## src/peer_allowed_prefix_match_core_defines.svh

```systemverilog
// ---------------------------------------------------------------------------
// peer allowed prefix match core: assertion macros
// shared concurrent assertion forms, clocked on clk_i, off while in reset
// ---------------------------------------------------------------------------
`ifndef PEER_ALLOWED_PREFIX_MATCH_CORE_DEFINES_SVH
`define PEER_ALLOWED_PREFIX_MATCH_CORE_DEFINES_SVH

// property that must hold at every edge out of reset
`define PAMC_ASSERT(lbl, prop, msg) \
  lbl: assert property (@(posedge clk_i) disable iff (!rst_ni) (prop)) else $error(msg);

// consequent that must hold in the cycle after the antecedent
`define PAMC_ASSERT_NEXT(lbl, ante, cons, msg) \
  lbl: assert property (@(posedge clk_i) disable iff (!rst_ni) (ante) |=> (cons)) \
    else $error(msg);

`endif

```

## src/pamc_pkg.sv

```systemverilog
// ---------------------------------------------------------------------------
// pamc_pkg
// sizes, operation codes and controller/datapath link types
// ---------------------------------------------------------------------------
package pamc_pkg;

  localparam int unsigned MaxPeerCount = 256;
  localparam int unsigned RulesPerPeer = 128;
  localparam int unsigned TotalRules   = 1024;

  localparam int unsigned AddrW     = 32;
  localparam int unsigned PrefixW   = 6;
  localparam int unsigned PeerW     = 8;
  localparam int unsigned OpW       = 2;
  localparam int unsigned RuleIdxW  = (TotalRules > 1) ? $clog2(TotalRules) : 1;
  localparam int unsigned RuleCntW  = $clog2(TotalRules + 1);
  localparam int unsigned PeerCntW  = $clog2(MaxPeerCount + 1);
  localparam int unsigned LastCntW  = $clog2(RulesPerPeer + 1);
  localparam int unsigned RuleW     = AddrW + PrefixW + PeerW;

  localparam logic [PrefixW-1:0] HostPrefix = PrefixW'(32);

  typedef enum logic [OpW-1:0] {
    OP_NEW_PEER  = 2'd0,
    OP_ADD_RULE  = 2'd1,
    OP_ROUTE_OUT = 2'd2,
    OP_CHECK_IN  = 2'd3
  } op_e;

  // controller to datapath
  typedef struct packed {
    logic accept;     // item taken this cycle
    logic issue;      // read next rule entry
    logic load_imm;   // result of new_peer / add_rule into output register
    logic load_scan;  // result of a lookup into output register
    logic scan_hit;   // lookup found a matching rule
  } pamc_cmd_t;

  // datapath to controller
  typedef struct packed {
    logic is_lookup;  // incoming item needs a table scan
    logic more;       // rule entries left to read
    logic hit;        // registered read data matches the lookup
  } pamc_sts_t;

  // network mask of a prefix length, lengths above 32 give a host mask
  function automatic logic [AddrW-1:0] mask_of(input logic [PrefixW-1:0] len);
    mask_of = ~({AddrW{1'b1}} >> len);
  endfunction

endpackage

```

## src/pamc_ctrl.sv

```systemverilog
// ---------------------------------------------------------------------------
// pamc_ctrl
// handshake and scan sequencing for the rule table
// ---------------------------------------------------------------------------
module pamc_ctrl (
  input  logic                clk_i,
  input  logic                rst_ni,
  input  logic                req_valid_i,
  output logic                req_ready_o,
  output logic                rsp_valid_o,
  input  logic                rsp_ready_i,
  input  pamc_pkg::pamc_sts_t sts_i,
  output pamc_pkg::pamc_cmd_t cmd_o
);

  typedef enum logic {
    S_IDLE,
    S_SCAN
  } state_e;

  state_e state_q;
  logic   rsp_valid_q;
  logic   pend_q;      // read data of the previous cycle is valid
  logic   accept;
  logic   finish;

  assign req_ready_o = (state_q == S_IDLE) && (!rsp_valid_q || rsp_ready_i);
  assign accept      = req_valid_i && req_ready_o;
  assign finish      = (state_q == S_SCAN) && ((pend_q && sts_i.hit) || (!pend_q && !sts_i.more));

  always_comb begin
    cmd_o           = '0;
    cmd_o.accept    = accept;
    cmd_o.load_imm  = accept && !sts_i.is_lookup;
    cmd_o.issue     = (state_q == S_SCAN) && !finish && sts_i.more;
    cmd_o.load_scan = finish;
    cmd_o.scan_hit  = pend_q && sts_i.hit;
  end

  always_ff @(posedge clk_i or negedge rst_ni) begin
    if (!rst_ni) begin
      state_q     <= S_IDLE;
      rsp_valid_q <= 1'b0;
      pend_q      <= 1'b0;
    end else begin
      unique case (state_q)
        S_IDLE: begin
          pend_q <= 1'b0;
          if (accept) begin
            if (sts_i.is_lookup) begin
              rsp_valid_q <= 1'b0;
              state_q     <= S_SCAN;
            end else begin
              rsp_valid_q <= 1'b1;
            end
          end else if (rsp_ready_i) begin
            rsp_valid_q <= 1'b0;
          end
        end
        S_SCAN: begin
          pend_q <= cmd_o.issue;
          if (finish) begin
            rsp_valid_q <= 1'b1;
            state_q     <= S_IDLE;
          end
        end
        default: begin
          state_q <= S_IDLE;
        end
      endcase
    end
  end

  assign rsp_valid_o = rsp_valid_q;

endmodule

```

## config.mk

```make
export PLATFORM = sky130hd
export DESIGN_NAME = pamc_ctrl
export DESIGN_NICKNAME = d
export VERILOG_FILES = /design/src/peer_allowed_prefix_match_core_defines.svh /design/src/pamc_pkg.sv /design/src/pamc_ctrl.sv
export SDC_FILE = /design/constraint.sdc
export NUM_CORES = 1
export LEC_CHECK = 0
export BUFFER_PORTS_ARGS = -buffer_cell sky130_fd_sc_hd__buf_2
export CAP_MARGIN = 5
export CORE_AREA = 8 8 45 47
export CTS_BUF_LIST = sky130_fd_sc_hd__clkbuf_4
export DETAILED_ROUTE_END_ITERATION = 6
export DIE_AREA = 0 0 53 55
export PLACE_DENSITY_LB_ADDON = 0.15
export SYNTH_ARGS = -nofsm -noshare
export SYNTH_HDL_FRONTEND = slang
export SYNTH_SLANG_ARGS = --single-unit
```

## constraint.sdc

```tcl
create_clock -name clk_i -period 1 [get_ports clk_i]
set_clock_uncertainty 0.2 [all_clocks]
set_input_delay 0.05 -clock clk_i [delete_from_list [all_inputs] [get_ports clk_i]]
set_output_delay 0.05 -clock clk_i [all_outputs]
set_load 0.02 [all_outputs]
```

==> Flow_metrics.wiki, run 1 <==
{| class="wikitable"
! Metric !! Value
|-
| Root Driver || sky130_fd_sc_hd__clkbuf_4
|-
| Global-route wire length before repair || 1166 um
|-
| Pre-Repair DR Iteration Count || 2
|-
| Highest metal layer with signal wires || met3
|-
| Sequential cell area in the final layout || ~76 um^2
|-
| Area growth from synthesis to layout || 154.4%
|-
| Number of pins exceeding their max-slew limit in the final report || 0
|-
| Total number of vias || 239
|-
| I/O pin count || 14
|-
| H-tree depth reported by CTS || 1
|-
| Pin count of the biggest net entering global routing || 8
|-
| Area of combinational cells with multiple inputs || 148.9 um^2
|-
| Area enclosed by the die boundary || between 2000 and 3000 um^2
|-
| Failing checks || negative hold slack, negative setup slack
|-
| Buffers from clock root to sink, at most || 2
|-
| Number of warning messages in the yosys log || 0
|-
| Category of the critical setup timing path || reg -> out
|-
| Net total in the final layout || 56
|-
| Min cycle time layout || between 1000 and 1500 ps
|-
| Post-Syn Instances || 20
|-
| Static leakage power || between 0.2 and 0.25 nW
|-
| Syn_area_per_cell || 10.01 um^2
|-
| Post-synthesis instance area || 200.2 um^2
|-
| Via count of the first global-routing pass || 275
|-
| Portion of total power attributed to combinational logic || 53.4%
|-
| Setup violators final || 10
|-
| Power dissipated by switching net loads || between 0.2 and 0.3 mW
|-
| Number of standard-cell rows in the floorplan || 14
|-
| Number of standard cells in the final layout excluding fillers || 64
|-
| Overall die height || approximately 55 um
|-
| Max Cap Viol || 0
|-
| Part of the power in the clock network || between 20% and 30%
|-
| CP Launch Type || flop
|-
| Post-Route Setup TNS || -3787 ps
|-
| Kind of end point of the critical path || output pin
|-
| Met2 wire length || 332 um
|-
| Detailed-route wire length || approximately 730 um
|-
| Number of fill cells || 145
|-
| Insertion delay of the later-clocked pin in the worst-skew pair || between 200 and 250 ps
|-
| Relative max-transition margin || between 70% and 80%
|-
| Starting DRC count in detailed routing || 1
|-
| Port Buf Inserts || 13
|-
| Count of distinct cell types in the synthesized netlist || 14
|-
| Pwr Density || between 1500 and 2000 nW/um^2
|-
| IR drop worst, VDD || between 1 and 1.5 mV
|-
| Overflow after GRT || 0
|-
| Outcome || finished, violations left
|-
| Width of the chip || 53 um
|-
| Sequential fraction of design power || between 15 and 20%
|-
| Overall routing resource usage || under 10%
|-
| Per-cell via count in the routed design || roughly 3.7
|-
| Required time worst endpoint || 750 ps
|-
| Diode count || 0
|-
| CP arrival || approximately 1200 ps
|-
| Actual slew at the worst max-slew pin || between 300 and 400 ps
|-
| Sequential fraction of the synthesis area || a little under two fifths
|-
| Cts bufs inserted || 3
|-
| Post-Route M1 WL || 304 um
|-
| Final ANT Viol Nets || 0
|-
| Fin crit share || 149.0%
|-
| Utilization after layout || a little under two fifths
|-
| RD Place Congestion || 0.6823
|-
| Switching part of the total || 31.70%
|-
| Effective utilization at floorplan || between 10 and 15%
|-
| Sinks on the clock net || 3
|-
| CTS tree || built
|-
| Post-cts hold buffer count || 2
|-
| Total instance count after detailed placement || between 50 and 60
|-
| CTS clk-pin slew, worst paths || 40 ps
|-
| Synthesized Nets || 27
|-
| Number of DRC violations after detailed routing || 0
|-
| Post-DR wirelength/cell || roughly 11 um
|-
| Count of final hold-check violations || 3
|-
| Number of antenna violations at the first check in global routing || 0
|-
| Int Pwr || 0.5929 mW
|-
| Proportion of layout cells with a drive suffix above 1 || 83.33%
|-
| Routed length on met3 || around 89 um
|-
| HPWL after DPL || just under 500 um
|-
| CP max FO || 3
|-
| Count of state elements after synthesis || 3
|-
| Class of the tightest hold or removal check || in -> async
|-
| Max Clock Freq || between 600 and 700 MHz
|-
| Unrepaired setup endpoints after global routing || true
|-
| Core area || roughly 1400 um^2
|-
| Final critical-path setup slack || -489.9 ps
|-
| Worst hold-check slack || -61.89 ps
|}
## final timing paths
check                            start          end  slack, ps  cells past startpoint
setup / recovery           rsp_valid_o     cmd_o[2]       -490                      4
hold / removal                  rst_ni  rsp_valid_o        -60                      2
setup reg to reg           rsp_valid_o  rsp_valid_o       -440                      6
hold reg to reg                state_q      state_q        490                      2
max in group asynchronous       rst_ni  rsp_valid_o        550                      2
min in group clk_i            sts_i[1]       pend_q          0                      3
## synth_stat cells
master	n	area, um^2
sky130_fd_sc_hd__and2b_1	1	7.510
sky130_fd_sc_hd__o21ai_1	1	5.000
sky130_fd_sc_hd__nor2_1	2	7.510
sky130_fd_sc_hd__nor3b_1	1	7.510
sky130_fd_sc_hd__a22o_1	1	8.760
sky130_fd_sc_hd__dfrtp_1	3	75.07
sky130_fd_sc_hd__inv_1	2	7.510
sky130_fd_sc_hd__a211oi_1	1	7.510
sky130_fd_sc_hd__buf_4	2	15.01
sky130_fd_sc_hd__and3_1	2	12.51
sky130_fd_sc_hd__and2_1	1	6.260
sky130_fd_sc_hd__nor2b_4	1	13.76
sky130_fd_sc_hd__nor3b_2	1	12.51
sky130_fd_sc_hd__mux2i_2	1	13.76
## per-stage QoR
stage | total power, mW | hold slack [ps] | area, um^2 | worst slack [ps]
3_5_place_dp | 0.4041 | -352.0 | 319.1 | -292.8
4_1_cts | 0.7990 | -62.62 | 459.2 | -538.9
6_report | 0.8681 | -61.89 | 509.2 | -489.9
2_1_floorplan | 0.3012 | -445.6 | 203.9 | -241.4
3_3_place_gp | 0.4040 | -351.2 | 319.1 | -286.3
5_1_grt | 0.9280 | -57.12 | 509.2 | -558.6
## repair_timing
| action | CTS | global route |
|---|---|---|
| endpoints found under the setup margin | 10 | 10 |
| pin swaps | 3 | 2 |
| endpoints found under the hold margin | 5 | 3 |
| resized for setup | 18 | 10 |
| buffers inserted | 4 | 1 |
## critical path, cell delays in order (launching register included)
cell	delay, ps
sky130_fd_sc_hd__dfrtp_2	390
sky130_fd_sc_hd__nor2b_4	130
sky130_fd_sc_hd__nor3b_4	190
sky130_fd_sc_hd__and2b_2	180
sky130_fd_sc_hd__buf_6	110
## cell usage in the layout, fill, tap and decap left out, drive strengths merged
| cell type | Yosys | routed |
|---|---|---|
| inv | 2 | 2 |
| nor2b | 1 | 1 |
| a211oi | 1 | 1 |
| dlygate4sd3 | 0 | 2 |
| nor3b | 2 | 2 |
| dfrtp | 3 | 3 |
| buf | 2 | 24 |
| and3 | 2 | 2 |
| and2 | 1 | 1 |
| clkbuf | 0 | 4 |
| mux2i | 1 | 1 |
| nor2 | 2 | 2 |
| o21ai | 1 | 1 |
| and2b | 1 | 1 |
| a22o | 1 | 1 |
## power by group through the flow
| stage | clock [mW] | sequential (mW) | combinational [mW] |
|---|---|---|---|
| finish | 0.244 | 0.160 | 0.464 |
| global route | 0.274 | 0.162 | 0.492 |
| floorplan | 0 | 0.180 | 0.121 |
| CTS | 0.255 | 0.158 | 0.387 |
| global placement | 0 | 0.159 | 0.245 |
| detailed placement | 0 | 0.159 | 0.245 |
## cell families after synthesis
family                 after synthesis  share of synthesized area [%]
flip-flops                           3                          37.50
multiplexers                         1                          6.873
AO/OA/AOI/OAI                        3                          10.62
AND/OR/NAND/NOR                      9                          33.75
buffers and inverters                4                          11.25
## state kept, by name, summed over array words and instances, names as in the netlist
signal and count:
pend_q 1, state_q 1, rsp_valid_o 1
## metal layers
metal | track usage, % | up-vias
met1 | 6.098 | 105
li1 | - | 121
met5 | 0 | -
met2 | 7.813 | 13
met3 | 4.545 | 0
met4 | 3.879 | 0
## area by class of cell
cell class | count | area share [%]
timing repair buffer | 26 | 44.47
multi-input combinational | 13 | 29.24
sequential | 3 | 14.99
clock buffer | 4 | 5.897
tap | 16 | 3.931
inverter | 2 | 1.474
Note: power is estimated with default switching activity, not from simulation.
==> run 2: changes to the inputs <==
- PLACE_DENSITY: default -> 0.34
- PLACE_DENSITY_LB_ADDON: 0.15 -> default
==> Flow_metrics.wiki, run 2 (same netlist as run 1, synthesis figures left out) <==
{| class="wikitable"
! Metric !! Value
|-
| Outcome || finished, violations left
|-
| Failing checks || negative hold slack, negative setup slack
|-
| Pre-Repair DR Iteration Count || 1 (-1)
|-
| Worst setup slack after placement || -285.0 ps (+7.767 ps)
|-
| CP Launch Type || flop
|-
| Net total in the final layout || 55 (-1.8%)
|-
| Relative max-transition margin || 82.86% (+7.5 points)
|-
| Count of final hold-check violations || 3 (unchanged)
|-
| Overall die height || 55 um (unchanged)
|-
| Class of the tightest hold or removal check || in -> async
|-
| Area enclosed by the die boundary || 2915 um^2 (unchanged)
|-
| Worst setup path startpoint || rsp_valid_o
|-
| Number of DRC violations after detailed routing || 0 (unchanged)
|-
| RD Place Congestion || 0.7043 (+3.2%)
|-
| Number of standard-cell rows in the floorplan || 14 (unchanged)
|-
| Worst hold-check slack || -63.08 ps (-1.192 ps)
|-
| Max Cap Viol || 0 (unchanged)
|-
| Kind of end point of the critical path || output pin
|-
| Portion of total power attributed to combinational logic || 49.3% (-4.1 points)
|-
| Unrepaired setup endpoints after global routing || true
|-
| Actual slew at the worst max-slew pin || 256.5 ps (-112.4 ps)
|-
| Chain of cells forming the critical path || nor2b_4, nor3b_2, and2b_2, buf_6
|-
| Via count of the first global-routing pass || 304 (+11%)
|-
| Detailed-route wire length || 806 um (+11%)
|-
| CTS clk-pin slew, worst paths || 40 ps (about the same)
|-
| CP max stage cell || sky130_fd_sc_hd__dfrtp_2
|-
| Starting DRC count in detailed routing || 0 (-1)
|-
| Start of the worst register-to-register path || pend_q
|-
| Overflow after GRT || 0 (unchanged)
|-
| Highest metal layer with signal wires || met4
|-
| Buffers from clock root to sink, at most || 2 (unchanged)
|-
| Worst path max stage delay || 400 ps (about the same)
|-
| Overall routing resource usage || 6.397% (+0.60 points)
|-
| CP max FO || 2 (-1)
|-
| Category of the critical setup timing path || reg -> out
|-
| Area growth from synthesis to layout || 141.9%
|-
| Routed length on met3 || 125 um (+40%)
|-
| Met2 wire length || 353 um (+6.3%)
|-
| Sinks on the clock net || 3 (unchanged)
|-
| Fin crit share || 146.1% (-2.9 points)
|-
| Cts bufs inserted || 3 (unchanged)
|-
| Proportion of layout cells with a drive suffix above 1 || 82.98% (-0.35 points)
|-
| Width of the chip || 53 um (unchanged)
|-
| Pwr Density || 1663 nW/um^2 (-2.4%)
|-
| Final ANT Viol Nets || 0 (unchanged)
|-
| Commonest non-fill, non-tap cell in the layout || sky130_fd_sc_hd__buf_6
|-
| IR drop worst, VDD || 0.7184 mV (-37%)
|-
| I/O pin count || 14 (unchanged)
|-
| Cell type group with the largest total delay on the critical path || simple AND/OR/NAND/NOR gates
|-
| Post-Route M1 WL || 321 um (+5.6%)
|-
| Most frequent cells in the layout || 9 x sky130_fd_sc_hd__buf_6, 7 x sky130_fd_sc_hd__buf_4, 6 x sky130_fd_sc_hd__buf_2
|-
| CP arrival || 1210 ps (-30 ps)
|-
| Per-cell via count in the routed design || 3.984 (+6.7%)
|-
| Count of buffering cells on the critical path with inverters included || 1 (unchanged)
|-
| Post-DR wirelength/cell || 12.79 um (+13%)
|-
| Number of antenna violations at the first check in global routing || 0 (unchanged)
|-
| Static leakage power || 0.2373 nW (-4.6%)
|-
| Effective utilization at floorplan || 14.47% (unchanged)
|-
| Max Clock Freq || 684.4 MHz (+2.0%)
|-
| Part of the power in the clock network || 30.2% (+2.0 points)
|-
| Sequential fraction of design power || 20.5% (+2.1 points)
|-
| Root Driver || sky130_fd_sc_hd__clkbuf_4
|-
| H-tree depth reported by CTS || 1 (unchanged)
|-
| HPWL after DPL || 513.7 um (+6.3%)
|-
| Min cycle time layout || 1461 ps (-28.73 ps)
|-
| Int Pwr || 0.5531 mW (-6.7%)
|-
| Total number of vias || 251 (+5.0%)
|-
| Power dissipated by switching net loads || 0.2522 mW (-8.3%)
|-
| Required time worst endpoint || 750 ps (about the same)
|-
| Cell area after layout || 484.2 um^2 (-4.9%)
|-
| Insertion delay of the later-clocked pin in the worst-skew pair || 240 ps (about the same)
|-
| Dpl cell area || 304.0 um^2 (-4.7%)
|-
| Number of pins exceeding their max-slew limit in the final report || 0 (unchanged)
|-
| Post-cts hold buffer count || 3 (+1)
|-
| Switching part of the total || 31.32% (-0.38 points)
|-
| Core area || 1384 um^2 (unchanged)
|-
| Global-route wire length before repair || 1290 um (+11%)
|-
| Final critical-path setup slack || -461.2 ps (+28.73 ps)
|-
| Setup violators final || 10 (unchanged)
|-
| Port Buf Inserts || 13 (unchanged)
|-
| CTS tree || built
|-
| Pin count of the biggest net entering global routing || 5 (-3)
|-
| Diode count || 0 (unchanged)
|}
[run 2: cell count changes in the layout (fill, tap and decap cells not counted), sizes merged]
cell,delta
buf,-2
dlygate4sd3,+1
[run 2: cell type report]
cell class	instances	area [um^2]
multi-input combinational	13	135.1
clock buffer	4	30.03
fill	150	899.6
tap	16	20.02
timing repair buffer	25	214.0
sequential	3	77.57
inverter	2	7.507
[run 2: metrics by stage]
stage                     TNS [ps]  std cells  util (%)  power [mW]  hold WS (ps)
final                        -3385         63     34.99      0.8054        -63.08
after global routing         -3981         63     34.99      0.8562        -60.90
after CTS                    -3604         63     34.00      0.7874        -67.62
after detailed placement     -1503         51     21.97      0.3996        -353.2
after global placement       -1432         51     21.97      0.3984        -352.8
after floorplan              -1142         20         -      0.3012        -445.6
[run 2: worst register-to-register path, delay by kind of cell, from the launching register on]
family,cells,cell delay (ps)
mux,1,170
flops,1,390
compound gates,1,200
buf+inv,2,260
[run 2: metal layers]
metal	vias up	GRT usage, %
met5	-	0
met4	0	2.586
met3	2	5.882
met2	15	9.570
met1	114	6.088
li1	120	-
[run 2: path summary, 6_finish.rpt]
kind / endpoint / cells after the start / slack (ps)
min reg2reg: rsp_valid_o / 2 / 360
max reg2reg: state_q / 4 / -340
min in group clk_i: rsp_valid_o / 4 / 90
max in group asynchronous: rsp_valid_o / 2 / 540
min: pend_q / 2 / -60
max: cmd_o[2] / 4 / -460
[run 2: repair_timing]
item	4_1_cts	5_1_grt
resized for setup	21	5
endpoints found under the setup margin	10	10
setup buffers	5	1
hold endpoints to repair	5	3
pin swaps	5	3
[run 2: power groups by stage]
stage	clock network [mW]	logic (mW)	registers (mW)
floorplan	0	0.121	0.180
global placement	0	0.236	0.162
detailed placement	0	0.236	0.163
CTS	0.256	0.370	0.162
global route	0.261	0.427	0.168
finish	0.243	0.397	0.165
==> run 3: changes to the inputs <==
- REMOVE_ABC_BUFFERS: default -> 1
==> Flow_metrics.wiki, run 3 (same netlist as run 1, synthesis figures left out) <==
{| class="wikitable"
! Metric !! Value
|-
| Proportion of layout cells with a drive suffix above 1 || 71.74% (-11 points)
|-
| Number of pins exceeding their max-slew limit in the final report || 0 (unchanged)
|-
| I/O pin count || 14 (unchanged)
|-
| Pre-Repair DR Iteration Count || 1 (unchanged)
|-
| Post-DR wirelength/cell || 13.73 um (+7.3%)
|-
| Pin count of the biggest net entering global routing || 8 (+3)
|-
| Width of the chip || 53 um (unchanged)
|-
| Overall die height || 55 um (unchanged)
|-
| Count of final hold-check violations || 3 (unchanged)
|-
| Commonest non-fill, non-tap cell in the layout || sky130_fd_sc_hd__buf_4
|-
| Net total in the final layout || 54 (-1.8%)
|-
| Diode count || 0 (unchanged)
|-
| Sinks on the clock net || 3 (unchanged)
|-
| Area enclosed by the die boundary || 2915 um^2 (unchanged)
|-
| Post-cts hold buffer count || 3 (unchanged)
|-
| Fin crit share || 149.1% (+3.0 points)
|-
| Number of antenna violations at the first check in global routing || 0 (unchanged)
|-
| Core area || 1384 um^2 (unchanged)
|-
| Min cycle time layout || 1491 ps (+30.05 ps)
|-
| RD Place Congestion || 0.6580 (-6.6%)
|-
| Post-Route Setup TNS || -3211 ps (+173.3 ps)
|-
| Overflow after GRT || 0 (unchanged)
|-
| Kind of end point of the critical path || output pin
|-
| Static leakage power || 0.2339 nW (-1.4%)
|-
| Required time worst endpoint || 750 ps (about the same)
|-
| CP Launch Type || flop
|-
| Worst setup slack after placement || -279.8 ps (+5.152 ps)
|-
| Detailed-route wire length || 851 um (+5.6%)
|-
| Global-route wire length before repair || 1366 um (+5.9%)
|-
| Class of the tightest hold or removal check || in -> async
|-
| CP max stage cell || sky130_fd_sc_hd__dfrtp_2
|-
| Cts bufs inserted || 3 (unchanged)
|-
| Starting DRC count in detailed routing || 0 (unchanged)
|-
| Insertion delay of the later-clocked pin in the worst-skew pair || 230 ps (about the same)
|-
| H-tree depth reported by CTS || 1 (unchanged)
|-
| Most frequent cells in the layout || 8 x sky130_fd_sc_hd__buf_4, 7 x sky130_fd_sc_hd__buf_2, 6 x sky130_fd_sc_hd__buf_6
|-
| Number of DRC violations after detailed routing || 0 (unchanged)
|-
| CP max FO || 7 (+5)
|-
| IR drop worst, VDD || 0.6816 mV (-5.1%)
|-
| Area growth from synthesis to layout || 128.7%
|-
| Relative max-transition margin || 79.02% (-3.8 points)
|-
| Outcome || finished, violations left
|-
| Per-cell via count in the routed design || 4.048 (+1.6%)
|-
| Max Clock Freq || 670.6 MHz (-2.0%)
|-
| Effective utilization at floorplan || 14.47% (unchanged)
|-
| Port Buf Inserts || 13 (unchanged)
|-
| Category of the critical setup timing path || reg -> out
|-
| CP arrival || 1240 ps (+30 ps)
|-
| Number of standard-cell rows in the floorplan || 14 (unchanged)
|-
| Final ANT Viol Nets || 0 (unchanged)
|-
| Worst path max stage delay || 460 ps (+60 ps)
|-
| Unrepaired setup endpoints after global routing || true
|-
| Pwr Density || 1661 nW/um^2 (-0.11%)
|-
| Root Driver || sky130_fd_sc_hd__clkbuf_4
|-
| Chain of cells forming the critical path || nor3b_4, and2b_1, buf_6
|-
| HPWL after DPL || 568.1 um (+11%)
|-
| Actual slew at the worst max-slew pin || 314.0 ps (+57.44 ps)
|-
| Max Cap Viol || 0 (unchanged)
|-
| Buffers from clock root to sink, at most || 2 (unchanged)
|-
| Via count of the first global-routing pass || 293 (-3.6%)
|-
| Total number of vias || 251 (unchanged)
|-
| Overall routing resource usage || 6.838% (+0.44 points)
|-
| CTS clk-pin slew, worst paths || 40 ps (about the same)
|-
| CTS tree || built
|-
| Sequential cell area in the final layout || 76.32 um^2 (-1.6%)
|-
| Final critical-path setup slack || -491.3 ps (-30.05 ps)
|-
| Number of fill cells || 150 (unchanged)
|-
| Setup violators final || 10 (unchanged)
|-
| Worst hold-check slack || -51.71 ps (+11.37 ps)
|-
| Area of combinational cells with multiple inputs || 131.4 um^2 (-2.8%)
|-
| Failing checks || negative hold slack, negative setup slack
|}
[run 3: cell types whose count changed in the layout (fill, tap and decap cells not counted), sizes merged]
| cell | delta |
|---|---|
| buf | -1 |
[run 3: area by class of cell]
class	count	share of cell area, %
sequential	3	16.67
timing repair buffer	24	42.08
tap	16	4.372
clock buffer	4	6.557
inverter	2	1.639
multi-input combinational	13	28.69
[run 3: worst max-delay path: cells and delay by family (launching register included)]
| family | cells | cell delay (ps) |
|---|---|---|
| buf+inv | 1 | 120 |
| flops | 1 | 460 |
| simple gates | 2 | 430 |
[run 3: report_power, final]
part           leakage (nW)  internal (mW)  total [mW]  switching, mW
Clock                0.0184          0.177       0.239         0.0623
Combinational         0.179          0.198       0.351          0.153
Sequential           0.0367          0.144       0.171         0.0273
Total                 0.234          0.518       0.761          0.243
[run 3: repair_timing]
item                                    in CTS  in global routing
gates resized for setup                     14                  5
endpoints found under the setup margin      10                 10
pin swaps                                    5                  4
hold endpoints to repair                     5                  3
buffers inserted                             4                  1
[run 3: final timing paths]
check                           cells after the start  slack [ps]   startpoint          end
worst max-delay path                                3        -490      state_q     cmd_o[2]
worst max register to register                      4        -320      state_q      state_q
worst min register to register                      3         400  rsp_valid_o  rsp_valid_o
min in group clk_i                                  3          40     sts_i[0]       pend_q
worst min-delay path                                2         -50       rst_ni      state_q
max in group asynchronous                           2         530       rst_ni      state_q
[run 3: per-stage QoR]
step | instance area (um^2) | hold slack (ps) | util, % | cells | power, mW
2_1_floorplan | 185.2 | -445.6 | - | 18 | 0.2832
3_3_place_gp | 307.8 | -342.9 | 22.24 | 52 | 0.3996
3_5_place_dp | 307.8 | -347.0 | 22.24 | 52 | 0.4019
4_1_cts | 432.9 | -59.99 | 31.28 | 62 | 0.7382
5_1_grt | 457.9 | -33.82 | 33.09 | 62 | 0.8135
6_report | 457.9 | -51.71 | 33.09 | 62 | 0.7608
[run 3: metal layers]
| layer | vias up | GRT usage (%) | share of wire, % |
|---|---|---|---|
| met5 | - | 0 | 0 |
| met4 | 0 | 3.879 | 0.47 |
| met3 | 2 | 5.615 | 13 |
| met2 | 16 | 11.13 | 49 |
| met1 | 115 | 5.793 | 37 |
| li1 | 118 | - | - |
